**src/design/mke_pkg.sv**
```systemverilog
// mke_pkg: shared types, codes, glyph table and microcode rom for the morse keying encoder
// no dependencies; used by mke_sequencer and morse_keying_encoder_core
package mke_pkg;

    localparam int DIT_W      = 20;
    localparam int DUR_W      = 24;
    localparam int CFG_IDX_W  = 1;
    localparam int CFG_DATA_W = 24;

    localparam logic [CFG_IDX_W-1:0] REG_DIT_US        = 1'd0;
    localparam logic [CFG_IDX_W-1:0] REG_FINAL_TONE_US = 1'd1;

    localparam logic [DIT_W-1:0] DIT_US_RESET        = 20'd60000;
    localparam logic [DUR_W-1:0] FINAL_TONE_US_RESET = 24'd1000000;

    localparam logic [7:0] CHAR_LOWER_A = 8'h61;
    localparam logic [7:0] CHAR_LOWER_Z = 8'h7a;
    localparam logic [7:0] CHAR_ZERO    = 8'h30;
    localparam logic [7:0] CHAR_NINE    = 8'h39;
    localparam logic [7:0] CHAR_SPACE   = 8'h20;
    localparam logic [5:0] DIGIT_BASE   = 6'd26;

    typedef struct packed {
        logic [7:0] char_code;
        logic       end_of_text;
    } in_t;

    typedef struct packed {
        logic             key_on;
        logic [DUR_W-1:0] duration_us;
        logic             last_of_run;
    } out_t;

    // element count and dash mask, bit i set for a dash at element i
    typedef struct packed {
        logic [2:0] len;
        logic [4:0] dash;
    } glyph_t;

    typedef enum logic [1:0] {
        CLS_NONE,
        CLS_GLYPH,
        CLS_SPACE
    } class_t;

    typedef enum logic [2:0] {
        STEP_FETCH,
        STEP_ELEM_ON,
        STEP_ELEM_OFF,
        STEP_EOT,
        STEP_SPACE
    } step_t;

    typedef enum logic [1:0] {
        EMIT_NONE,
        EMIT_ALWAYS,
        EMIT_IF_EOT
    } emit_t;

    typedef enum logic [1:0] {
        DUR_ELEM,
        DUR_GAP,
        DUR_SPACE,
        DUR_FINAL
    } dur_t;

    typedef enum logic [1:0] {
        LAST_NEVER,
        LAST_FINAL_NO_EOT,
        LAST_NO_EOT,
        LAST_ALWAYS
    } last_t;

    typedef enum logic [1:0] {
        JMP_NEXT,
        JMP_CLASS,
        JMP_MORE,
        JMP_ALWAYS
    } jmp_t;

    typedef struct packed {
        logic  fetch;
        emit_t emit;
        logic  key_on;
        dur_t  dur_sel;
        last_t last_cond;
        jmp_t  jmp;
        step_t target;
    } uword_t;

    typedef struct packed {
        logic   in_valid;
        class_t cls;
        logic   more;
        logic   eot;
        logic   out_free;
    } seq_status_t;

    typedef struct packed {
        step_t  step;
        uword_t word;
        logic   emit_active;
        logic   advance;
    } seq_ctl_t;

    function automatic uword_t ucode_rom(input step_t step);
        uword_t w;
        case (step)
            STEP_FETCH:    w = '{1'b1, EMIT_NONE,   1'b0, DUR_ELEM,  LAST_NEVER,
                                 JMP_CLASS,  STEP_FETCH};
            STEP_ELEM_ON:  w = '{1'b0, EMIT_ALWAYS, 1'b1, DUR_ELEM,  LAST_NEVER,
                                 JMP_NEXT,   STEP_FETCH};
            STEP_ELEM_OFF: w = '{1'b0, EMIT_ALWAYS, 1'b0, DUR_GAP,   LAST_FINAL_NO_EOT,
                                 JMP_MORE,   STEP_ELEM_ON};
            STEP_EOT:      w = '{1'b0, EMIT_IF_EOT, 1'b1, DUR_FINAL, LAST_ALWAYS,
                                 JMP_ALWAYS, STEP_FETCH};
            STEP_SPACE:    w = '{1'b0, EMIT_ALWAYS, 1'b0, DUR_SPACE, LAST_NO_EOT,
                                 JMP_ALWAYS, STEP_EOT};
            default:       w = '{1'b0, EMIT_NONE,   1'b0, DUR_ELEM,  LAST_NEVER,
                                 JMP_ALWAYS, STEP_FETCH};
        endcase
        return w;
    endfunction

    // letters a..z then digits 0..9
    function automatic glyph_t glyph_rom(input logic [5:0] sel);
        glyph_t g;
        case (sel)
            6'd0:  g = '{3'd2, 5'b00010};
            6'd1:  g = '{3'd4, 5'b00001};
            6'd2:  g = '{3'd4, 5'b00101};
            6'd3:  g = '{3'd3, 5'b00001};
            6'd4:  g = '{3'd1, 5'b00000};
            6'd5:  g = '{3'd4, 5'b00100};
            6'd6:  g = '{3'd3, 5'b00011};
            6'd7:  g = '{3'd4, 5'b00000};
            6'd8:  g = '{3'd2, 5'b00000};
            6'd9:  g = '{3'd4, 5'b01110};
            6'd10: g = '{3'd3, 5'b00101};
            6'd11: g = '{3'd4, 5'b00010};
            6'd12: g = '{3'd2, 5'b00011};
            6'd13: g = '{3'd2, 5'b00001};
            6'd14: g = '{3'd3, 5'b00111};
            6'd15: g = '{3'd4, 5'b00110};
            6'd16: g = '{3'd4, 5'b01011};
            6'd17: g = '{3'd3, 5'b00010};
            6'd18: g = '{3'd3, 5'b00000};
            6'd19: g = '{3'd1, 5'b00001};
            6'd20: g = '{3'd3, 5'b00100};
            6'd21: g = '{3'd4, 5'b01000};
            6'd22: g = '{3'd3, 5'b00110};
            6'd23: g = '{3'd4, 5'b01001};
            6'd24: g = '{3'd4, 5'b01101};
            6'd25: g = '{3'd4, 5'b00011};
            6'd26: g = '{3'd5, 5'b11111};
            6'd27: g = '{3'd5, 5'b11110};
            6'd28: g = '{3'd5, 5'b11100};
            6'd29: g = '{3'd5, 5'b11000};
            6'd30: g = '{3'd5, 5'b10000};
            6'd31: g = '{3'd5, 5'b00000};
            6'd32: g = '{3'd5, 5'b00001};
            6'd33: g = '{3'd5, 5'b00011};
            6'd34: g = '{3'd5, 5'b00111};
            6'd35: g = '{3'd5, 5'b01111};
            default: g = '{3'd1, 5'b00000};
        endcase
        return g;
    endfunction

endpackage

```
**src/design/mke_sequencer.sv**
```systemverilog
// mke_sequencer: step counter, microcode lookup and jump logic
// depends on mke_pkg (uword_t, seq_status_t, seq_ctl_t, ucode_rom)
module mke_sequencer (
    input  logic                clk,
    input  logic                rst_n,
    input  mke_pkg::seq_status_t status,
    output mke_pkg::seq_ctl_t    ctl
);

    mke_pkg::step_t  pc_reg;
    mke_pkg::step_t  pc_next;
    mke_pkg::uword_t word;
    logic            emit_active;
    logic            advance;

    always_ff @(posedge clk or negedge rst_n)
    begin
        if (!rst_n)
        begin
            pc_reg <= mke_pkg::STEP_FETCH;
        end
        else
        begin
            pc_reg <= pc_next;
        end
    end

    always_comb
    begin
        word = mke_pkg::ucode_rom(pc_reg);

        case (word.emit)
            mke_pkg::EMIT_ALWAYS: emit_active = 1'b1;
            mke_pkg::EMIT_IF_EOT: emit_active = status.eot;
            default:              emit_active = 1'b0;
        endcase

        if (word.fetch)
        begin
            advance = status.in_valid;
        end
        else if (emit_active)
        begin
            advance = status.out_free;
        end
        else
        begin
            advance = 1'b1;
        end

        pc_next = pc_reg;
        if (advance)
        begin
            case (word.jmp)
                mke_pkg::JMP_CLASS:
                begin
                    case (status.cls)
                        mke_pkg::CLS_GLYPH: pc_next = mke_pkg::STEP_ELEM_ON;
                        mke_pkg::CLS_SPACE: pc_next = mke_pkg::STEP_SPACE;
                        default:            pc_next = mke_pkg::STEP_EOT;
                    endcase
                end
                mke_pkg::JMP_MORE:
                begin
                    pc_next = status.more ? word.target : mke_pkg::step_t'(pc_reg + 3'd1);
                end
                mke_pkg::JMP_ALWAYS: pc_next = word.target;
                default:             pc_next = mke_pkg::step_t'(pc_reg + 3'd1);
            endcase
        end

        ctl.step        = pc_reg;
        ctl.word        = word;
        ctl.emit_active = emit_active;
        ctl.advance     = advance;
    end

endmodule

```
**src/design/morse_keying_encoder_core.sv**
```systemverilog
// morse_keying_encoder_core: top level, character in, keying segments out
// depends on mke_pkg and mke_sequencer
//
//   channel | direction | handshake           | payload
//   in      | into      | in_valid / in_stall  | in_data  (mke_pkg::in_t)
//   out     | out of    | out_valid / out_stall| out_data (mke_pkg::out_t)
//   cfg     | into      | cfg_we               | cfg_index, cfg_data
//
// the fetch step takes the request; a glyph then runs an on and an off step per element,
// a space runs the space step, and every request closes with the end-of-text step
// a new request is taken only at the fetch step
// reset clears the step counter, output valid and both registers to their defaults
// a stalled output holds the sequencer on its emitting step; the input is stalled meanwhile
module morse_keying_encoder_core (
    input  logic                                clk,
    input  logic                                rst_n,
    input  logic                                in_valid,
    output logic                                in_stall,
    input  mke_pkg::in_t                        in_data,
    output logic                                out_valid,
    input  logic                                out_stall,
    output mke_pkg::out_t                       out_data,
    input  logic                                cfg_we,
    input  logic [mke_pkg::CFG_IDX_W-1:0]       cfg_index,
    input  logic [mke_pkg::CFG_DATA_W-1:0]      cfg_data
);

    logic [mke_pkg::DIT_W-1:0] dit_reg;
    logic [mke_pkg::DUR_W-1:0] final_reg;

    logic       eot_reg;
    logic [2:0] len_reg;
    logic [4:0] dash_reg;
    logic [2:0] elem_reg;

    logic          out_valid_reg;
    mke_pkg::out_t out_reg;
    mke_pkg::out_t seg;

    mke_pkg::seq_status_t status;
    mke_pkg::seq_ctl_t    ctl;

    mke_pkg::class_t cls;
    logic [5:0]      sel;
    mke_pkg::glyph_t glyph;
    logic            accept_in;
    logic            final_elem;
    logic            load;

    logic [mke_pkg::DUR_W-1:0] dit_x1;
    logic [mke_pkg::DUR_W-1:0] dit_x2;
    logic [mke_pkg::DUR_W-1:0] dit_x3;
    logic [mke_pkg::DUR_W-1:0] dit_x8;

    mke_sequencer u_seq (
        .clk    (clk),
        .rst_n  (rst_n),
        .status (status),
        .ctl    (ctl)
    );

    // character classification
    always_comb
    begin
        cls = mke_pkg::CLS_NONE;
        sel = 6'd0;
        if (in_data.char_code inside {[mke_pkg::CHAR_LOWER_A:mke_pkg::CHAR_LOWER_Z]})
        begin
            cls = mke_pkg::CLS_GLYPH;
            sel = 6'(in_data.char_code - mke_pkg::CHAR_LOWER_A);
        end
        else if (in_data.char_code inside {[mke_pkg::CHAR_ZERO:mke_pkg::CHAR_NINE]})
        begin
            cls = mke_pkg::CLS_GLYPH;
            sel = 6'(in_data.char_code - mke_pkg::CHAR_ZERO) + mke_pkg::DIGIT_BASE;
        end
        else if (in_data.char_code == mke_pkg::CHAR_SPACE)
        begin
            cls = mke_pkg::CLS_SPACE;
        end
        glyph = mke_pkg::glyph_rom(sel);
    end

    assign in_stall   = !ctl.word.fetch;
    assign accept_in  = in_valid && !in_stall;
    assign final_elem = (elem_reg == (len_reg - 3'd1));

    assign status.in_valid = in_valid;
    assign status.cls      = cls;
    assign status.more     = !final_elem;
    assign status.eot      = eot_reg;
    assign status.out_free = !out_valid_reg || !out_stall;

    assign load = ctl.emit_active && ctl.advance;

    // dit multiples by shift and add
    assign dit_x1 = mke_pkg::DUR_W'(dit_reg);
    assign dit_x2 = {dit_x1[mke_pkg::DUR_W-2:0], 1'b0};
    assign dit_x3 = dit_x2 + dit_x1;
    assign dit_x8 = {dit_x1[mke_pkg::DUR_W-4:0], 3'b000};

    always_comb
    begin
        seg.key_on = ctl.word.key_on;
        case (ctl.word.dur_sel)
            mke_pkg::DUR_ELEM:  seg.duration_us = dash_reg[elem_reg] ? dit_x3 : dit_x1;
            mke_pkg::DUR_GAP:   seg.duration_us = dit_x2;
            mke_pkg::DUR_SPACE: seg.duration_us = dit_x8;
            default:            seg.duration_us = final_reg;
        endcase
        case (ctl.word.last_cond)
            mke_pkg::LAST_FINAL_NO_EOT: seg.last_of_run = !eot_reg && final_elem;
            mke_pkg::LAST_NO_EOT:       seg.last_of_run = !eot_reg;
            mke_pkg::LAST_ALWAYS:       seg.last_of_run = 1'b1;
            default:                    seg.last_of_run = 1'b0;
        endcase
    end

    // configuration registers
    always_ff @(posedge clk or negedge rst_n)
    begin
        if (!rst_n)
        begin
            dit_reg   <= mke_pkg::DIT_US_RESET;
            final_reg <= mke_pkg::FINAL_TONE_US_RESET;
        end
        else if (cfg_we)
        begin
            if (cfg_index == mke_pkg::REG_DIT_US)
            begin
                dit_reg <= cfg_data[mke_pkg::DIT_W-1:0];
            end
            if (cfg_index == mke_pkg::REG_FINAL_TONE_US)
            begin
                final_reg <= cfg_data[mke_pkg::DUR_W-1:0];
            end
        end
    end

    // request latch and element counter
    always_ff @(posedge clk)
    begin
        if (accept_in)
        begin
            eot_reg  <= in_data.end_of_text;
            len_reg  <= glyph.len;
            dash_reg <= glyph.dash;
            elem_reg <= 3'd0;
        end
        else if (ctl.advance && (ctl.step == mke_pkg::STEP_ELEM_OFF))
        begin
            elem_reg <= elem_reg + 3'd1;
        end
    end

    // output register
    always_ff @(posedge clk or negedge rst_n)
    begin
        if (!rst_n)
        begin
            out_valid_reg <= 1'b0;
        end
        else if (load)
        begin
            out_valid_reg <= 1'b1;
        end
        else if (!out_stall)
        begin
            out_valid_reg <= 1'b0;
        end
    end

    always_ff @(posedge clk)
    begin
        if (load)
        begin
            out_reg <= seg;
        end
    end

    assign out_valid = out_valid_reg;
    assign out_data  = out_reg;

    a_accept_leaves_fetch: assert property (@(posedge clk) disable iff (!rst_n)
        accept_in |=> in_stall)
        else $error("sequencer still at fetch after taking a request");

    a_elem_in_range: assert property (@(posedge clk) disable iff (!rst_n)
        ((ctl.step == mke_pkg::STEP_ELEM_ON) || (ctl.step == mke_pkg::STEP_ELEM_OFF))
        |-> (elem_reg < len_reg))
        else $error("element counter past glyph length");

    a_last_ends_run: assert property (@(posedge clk) disable iff (!rst_n)
        (load && seg.last_of_run) |=> !load)
        else $error("segment emitted after the last of a run");

endmodule
```
**config.mk**
```make
export PLATFORM = sky130hd
export DESIGN_NAME = morse_keying_encoder_core
export DESIGN_NICKNAME = d
export VERILOG_FILES = /design/src/design/mke_pkg.sv /design/src/design/mke_sequencer.sv /design/src/design/morse_keying_encoder_core.sv
export SDC_FILE = /design/constraint.sdc
export NUM_CORES = 1
export LEC_CHECK = 0
export BUFFER_PORTS_ARGS = -buffer_cell sky130_fd_sc_hd__buf_2
export CORE_MARGIN = 10
export CORE_UTILIZATION = 50
export DETAILED_ROUTE_END_ITERATION = 10
export PLACE_DENSITY = 0.7
export SYNTH_ARGS = -nofsm -noshare
export SYNTH_HDL_FRONTEND = slang
export SYNTH_SLANG_ARGS = --single-unit
export TNS_END_PERCENT = 20
```
**constraint.sdc**
```tcl
create_clock -name clk -period 5.2 [get_ports clk]
set_input_delay 0.52 -clock clk [delete_from_list [all_inputs] [get_ports clk]]
set_output_delay 0.52 -clock clk [all_outputs]
set_load 0.02 [all_outputs]
```
==> results of run 1 <==
## worst max-delay path: cells and delay by family
family                     cells  cell delay [ps]
and+or+nand+nor                5             1470
adders and majority gates      2              530
AOI/OAI and AO/OA              3              470
buffers and inverters          3              460
muxes                          1              300
## worst paths after layout
| check | startpoint | end | slack (ps) |
|---|---|---|---|
| setup reg to reg | u_seq.pc_reg[2] | out_data[14] | 1900 |
| max in group asynchronous | rst_n | u_seq.pc_reg[2] | 4510 |
| setup / recovery | in_data[2] | len_reg[0] | 1530 |
| hold reg to reg | final_reg[23] | final_reg[23] | 500 |
| hold / removal | rst_n | final_reg[11] | 270 |
| min in group clk | in_data[0] | eot_reg | 360 |
## logic make-up after synthesis
logic type                 Yosys count  synth area share
adders and majority gates           43            0.0902
AOI/OAI and AO/OA                  179             0.203
DFF                                 86             0.385
xor gates and xnor gates            21            0.0304
buffers and inverters               58            0.0468
and+or+nand+nor                    160             0.129
muxes                               62             0.115
## per-stage QoR
stage	cells	hold slack, ps
6_report	815	274
5_1_grt	815	315
4_1_cts	815	289
3_5_place_dp	799	489
3_3_place_gp	799	484
2_1_floorplan	609	224
## layer usage
layer | wire, um | track usage
met1 | 6270 | 0.214
met4 | 391 | 0.0794
met2 | 6940 | 0.285
met5 | 0 | 0
met3 | 709 | 0.0308
## report_power, final
part / switching (mW) / internal, mW / total (mW)
registers: 0.135 / 1.03 / 1.17
clock network: 0.278 / 0.379 / 0.656
logic: 1.09 / 0.677 / 1.77
## cell type report
| class | instances | area, um2 |
|---|---|---|
| Fill cell | 1048 | 5160 |
| Multi-Input combinational cell | 465 | 3440 |
| Sequential cell | 86 | 2330 |
| Timing Repair Buffer | 73 | 383 |
| Clock buffer | 9 | 225 |
| Tap cell | 147 | 184 |
| Inverter | 28 | 105 |
| Clock inverter | 7 | 81.3 |
## synthesized netlist by cell type (7+ instances only)
cell      number  area, um2
mux2_2        47        529
nand3_1       15       75.1
inv_1         27        101
nor2_1        42        158
a31oi_1        8       50.1
ha_1          42        526
o21ai_0       48        240
nand2_1       45        169
dfstp_2       14        368
xor2_1         7       61.3
a22oi_1       19        143
a221oi_1       8       70.1
mux2i_1       13        130
dfrtp_1       34        851
xnor2_1       14        123
a21oi_1       30        150
clkbuf_1      17       63.8
edfxtp_1      35       1050
nor3_1        16       80.1
a211oi_1       8       60.1
a21o_1        10       75.1
==> impl_results.md, run 1 <==
* Status: finished clean
* Leakage at 2.84 nW
* CTS Sinks at 86
* Final WL at 14300 um
* Via count at 4955
* Commonest non-fill, non-tap cells in the layout: buf_2 (66), o21ai_0 (48), mux2_2 (47), nand2_1 (45), ha_1 (42)
* Cell count after synthesis at 609
* CP arrival at 3750 ps
* Max-cap violation count at 0
* Initial Util at 0.507
* Syn_area_per_cell at 9.93 um2
* Worst Skew at 7.09 ps
* Slowest cell on crit path: or4b_1
* Number of flops mapped to enable cells by yosys at 35
* Worst Hold Class: in2async
* Largest register FFs at 26
* Drt initial violations at 385
* Layout area overhead at 11.7%
* Clock buffer count from CTS at 9
* Post-cts hold buffer count at 0
* Die area at 16900 um2
* Finished Cell Area at 6750 um2
* Cell Rows at 40
* Vias in the first global route at 4817
* Die extent in x at 130 um
* DP Worst Slack at 1230 ps
* Maximum vdd drop at 0.235 mV
* Share of layout cells above drive strength 1 at 0.253
* Max Freq at 273 MHz
* Overflow after GRT at 0
* Skew-Pair Late Insertion Delay at 350 ps
* Cell mode on critical path: ha_1
* Worst-Margin Slew at 1190 ps
* Post-CTS setup buffer count at 0
* First-pass GRT wire length at 23500 um
* H-tree levels at 3
* CP startpoint kind: input pin
* Net Count, Synth at 691
* Period utilization at 0.705
* Sequential-to-total area share from yosys stat at 0.385
* Core Area at 11900 um2
* Crit Path Max Fanout at 10
* Remaining antenna violation count at 0
* IO buf count at 66
* Synthesized cell area at 6040 um2
* R2R cell count at 9
* Seq cells post-synth at 86
* Largest net degree at the start of global routing at 49
* Initial antenna violation count at 0
* Die Span Y at 130 um
* Reg clk slew, reported paths at 60 ps
* Distinct cells, synth at 76
* DP Wirelength at 10500 um
* Final worst slack at 1530 ps
* Final setup vio count at 0
* GR Util All Layers at 0.172
* Yosys warns at 0
* Count of final hold-check violations at 0
* TNS Setup at 0 ps
* Worst Path Required at 5290 ps
* Post-cts resize count at 0
* Critical path class: in2reg
* I/O pins at 67
* Post-layout util at 0.567
* Area after DPL at 6450 um2
* Worst stage delay on the critical path at 480 ps
* Critical Path Sink Type: flop
* Final nets at 745
* CTS root buffer: clkbuf_16
* TritonCTS clock tree: built
* Most common flop cell mapped by yosys: edfxtp_1
* Crit-path cells: buf_2, inv_1, ha_1, or4b_1, or2_0, nand3_1, a2bb2oi_4, inv_2, ha_1, or2_2, nor2_1, a21oi_1, mux2_2, a2bb2oi_1
* Max_slew headroom at 0.200
* Cell Pwr Density at 532 nW/um2
* Post-synth ARST share at 0.558
* Tot Pwr at 3.59 mW
* Gpl congestion at 0.911
* Post-route DRC at 0
* Length of the first detailed-routing pass in iterations at 5
* Min Tclk post-route at 3670 ps
* RSZ-0062 raised after global routing: no
* # diodes at 0
* Slew Limit Fails at 0
* Max clock buf depth at 2
* Drt wl/cell at 17.6 um
* Commonest non-fill, non-tap cell in the layout: buf_2
* Via density at 6.08
No activity file was read; power rests on OpenSTA's default activity.
==> run 2: changes to the inputs <==
ABC_AREA = 1   (was not set)
PLACE_DENSITY = 0.72   (was 0.7)
clock period = 3.1 ns   (was 5.2 ns; I/O delays follow)
==> impl_results.md, run 2 <==
* Syn_area_per_cell at 7.36 um2 (was 9.93 um2)
* Gpl congestion at 0.985 (was 0.911)
* # diodes at 0 (unchanged)
* Via density at 5.22 (was 6.08)
* Critical path class: reg2reg (was in2reg)
* Remaining antenna violation count at 0 (unchanged)
* Distinct cells, synth at 45 (was 76)
* Largest net degree at the start of global routing at 41 (was 49)
* Share of layout cells above drive strength 1 at 0.142 (was 0.253)
* Count of final hold-check violations at 21 (was 0)
* Cell taking the most area after synthesis: edfxtp_1 (unchanged)
* Cell Rows at 40 (unchanged)
* Status: finished, violations left (was finished clean)
* Failing checks: hold timing
* Overflow after GRT at 0 (unchanged)
* Post-synth top cells: nand2_1 (237), inv_1 (117), o21ai_0 (73) (was o21ai_0 (48), mux2_2 (47), nand2_1 (45))
* Commonest non-fill, non-tap cell in the layout: nand2_1 (was buf_2)
* Final setup vio count at 0 (unchanged)
* R2r setup slk at 470 ps (was 1900 ps)
* Sequential-to-total area share from yosys stat at 0.377 (was 0.385)
* Vias in the first global route at 5543 (was 4817)
* H-tree levels at 3 (unchanged)
* Post-route DRC at 0 (unchanged)
* Worst Path Required at 3110 ps (was 5290 ps)
* First-pass GRT wire length at 26300 um (was 23500 um)
* Area after DPL at 6710 um2 (was 6450 um2)
* Post-CTS setup buffer count at 0 (unchanged)
* Maximum vdd drop at 0.362 mV (was 0.235 mV)
* CP startpoint kind: flop (was input pin)
* Post-cts hold buffer count at 0 (unchanged)
* Post-cts resize count at 0 (unchanged)
* Finished Cell Area at 7010 um2 (was 6750 um2)
* CP arrival at 2640 ps (was 3750 ps)
* Cell Pwr Density at 819 nW/um2 (was 532 nW/um2)
* Die extent in x at 131 um (was 130 um)
* I/O pins at 67 (unchanged)
* Net Count, Synth at 922 (was 691)
* Skew-Pair Late Insertion Delay at 350 ps (about the same)
* Leakage at 3.49 nW (was 2.84 nW)
* Final nets at 990 (was 745)
* Slew Limit Fails at 0 (unchanged)
* Drt wl/cell at 14.5 um (was 17.6 um)
* IO buf count at 66 (unchanged)
* Max Freq at 381 MHz
* Cell count after synthesis at 840 (was 609)
* Worst Hold Class: in2async (unchanged)
* GR Util met1 at 0.229 (was 0.214)
* TNS Setup at 0 ps (unchanged)
* Synth top area share at 0.170 (was 0.174)
* Commonest non-fill, non-tap cells in the layout: nand2_1 (237), inv_1 (117), o21ai_0 (73), buf_2 (66), nand3_1 (60) (was buf_2 (66), o21ai_0 (48), mux2_2 (47), nand2_1 (45), ha_1 (42))
* Synth top area cells: edfxtp_1 (17%), nand2_1 (14%), dfrtp_1 (14%), ha_1 (8.5%), inv_1 (7.1%) (was edfxtp_1 (17%), dfrtp_1 (14%), mux2_2 (8.8%), ha_1 (8.7%), dfstp_2 (6.1%))
* Largest register FFs at 26 (unchanged)
* Die Span Y at 131 um (was 130 um)
* Layout area overhead at 13.3% (was 11.7%)
* CTS Sinks at 86 (unchanged)
* Die area at 17200 um2 (was 16900 um2)
* Worst-Margin Slew at 804 ps (was 1190 ps)
* CP Launch Point: u_seq.pc_reg[0] (was in_data[2])
* Gr busiest metal: met2 (unchanged)
* Crit path capture: out_data[17] (was len_reg[0])
* DP Wirelength at 12000 um (was 10500 um)
* Min Tclk post-route at 2630 ps
* Tot Pwr at 5.73 mW (was 3.59 mW)
* Non-filler cells, final at 1081 (was 815)
* Crit Path Max Fanout at 26 (was 10)
* FF-to-FF End: out_data[17] (was out_data[14])
* CTS root buffer: clkbuf_16 (unchanged)
* Final WL at 15600 um (was 14300 um)
* Reg clk slew, reported paths at 70 ps (was 60 ps)
* R2R cell count at 18 (was 9)
* Crit Reg-Reg Startpoint: u_seq.pc_reg[0] (was u_seq.pc_reg[2])
* Placed Cells at 1065 (was 799)
* Number of flops mapped to enable cells by yosys at 35 (unchanged)
* Length of the first detailed-routing pass in iterations at 5 (unchanged)
* Clock buffer count from CTS at 9 (unchanged)
* GR Util All Layers at 0.180 (was 0.172)
* Core Area at 12100 um2 (was 11900 um2)
* TritonCTS clock tree: built (unchanged)
* Hold WS at -33.5 ps (was 274 ps)
* Max-cap violation count at 0 (unchanged)
* Post-synth ARST share at 0.558 (unchanged)
* Synthesized cell area at 6180 um2 (was 6040 um2)
* Initial Util at 0.513 (was 0.507)
* Critical Path Sink Type: flop (unchanged)
* Worst Skew at 8.38 ps (was 7.09 ps)
* Period utilization at 0.847
* Via count at 5646 (was 4955)
* Max_slew headroom at 0.463 (was 0.200)
* Seq cells post-synth at 86 (unchanged)
* RSZ-0062 raised after global routing: no (unchanged)
* Most frequent cell after synthesis: nand2_1 (was o21ai_0)
* Drt initial violations at 494 (was 385)
* Yosys warns at 0 (unchanged)
* Grt met3 use at 0.0297 (was 0.0308)
* Max clock buf depth at 2 (unchanged)
* Met2 usage at 0.301 (was 0.285)
* Most common flop cell mapped by yosys: edfxtp_1 (unchanged)
* Initial antenna violation count at 0 (unchanged)
==> run 2: changes by cell type after synthesis, sizes merged, moves of 13 or more <==
cell	delta
nand2	+201
o21ai	+28
mux2	-45
inv	+91
nand3	+47
a22oi	-19
mux2i	-13
nor2	+19
==> run 2: per-stage QoR <==
step | utilization | setup WS, ps
after floorplan | - | 269
after global placement | 0.556 | 581
after detailed placement | 0.556 | 461
after CTS | 0.581 | 448
after global routing | 0.581 | 198
final | 0.581 | 474
==> run 2: power by group <==
part           switching [mW]  leakage, nW  total (mW)  internal (mW)
sequential              0.184        0.916        1.88           1.70
combinational            1.86         2.42        2.77          0.909
clock                   0.461        0.150        1.09          0.626
total                    2.50         3.49        5.73           3.23
==> run 2: critical path: stages (launching register included) <==
cell and delay [ps]:
dfrtp_1 410, inv_1 120, ha_1 160, inv_1 40, nor2_1 140, nor2_1 70, inv_1 70, nor2_1 40
nor2_1 140, inv_1 70, ha_1 170, inv_1 50, nand2_1 40, nand2_1 70, nor3_1 50, o21ai_1 150
nand2_1 80, inv_1 50, buf_4 330
==> run 2: cell families (layout without fill, tap and decap cells) <==
kind of cell | Yosys count | after routing | synth area share
buffers and inverters | 141 | 214 | 0.0901
AO/OA/AOI/OAI | 154 | 154 | 0.142
XOR/XNOR | 17 | 17 | 0.0241
flip-flops | 86 | 86 | 0.377
multiplexers | 3 | 3 | 0.00546
AND/OR/NAND/NOR | 396 | 396 | 0.273
adder cells (fa/ha/maj) | 43 | 43 | 0.0882
==> run 2: worst min path at each step <==
stage               startpoint         endpoint  slack (ps)  cells past startpoint
floorplan                rst_n       dit_reg[0]          10                      0
global placement         rst_n  u_seq.pc_reg[2]         370                      1
detailed placement       rst_n  u_seq.pc_reg[2]         380                      1
CTS                      rst_n  u_seq.pc_reg[2]           5                      1
global route             rst_n  u_seq.pc_reg[0]          30                      1
finish                   rst_n  u_seq.pc_reg[0]         -30                      1
==> run 2: routing by layer <==
metal | routed length, um | vias to the layer above
li1 | - | 2900
met1 | 7110 | 2584
met2 | 7460 | 138
met3 | 763 | 24
met4 | 295 | 0
met5 | 0 | -
==> run 2: final cells by class <==
class                           instances  area [um2]
Clock inverter                          7        70.1
Inverter                              121         459
Multi-Input combinational cell        613        3300
Timing Repair Buffer                   77         413
Fill cell                            1169        5060
Sequential cell                        86        2330
Clock buffer                            9         225
Tap cell                              168         210
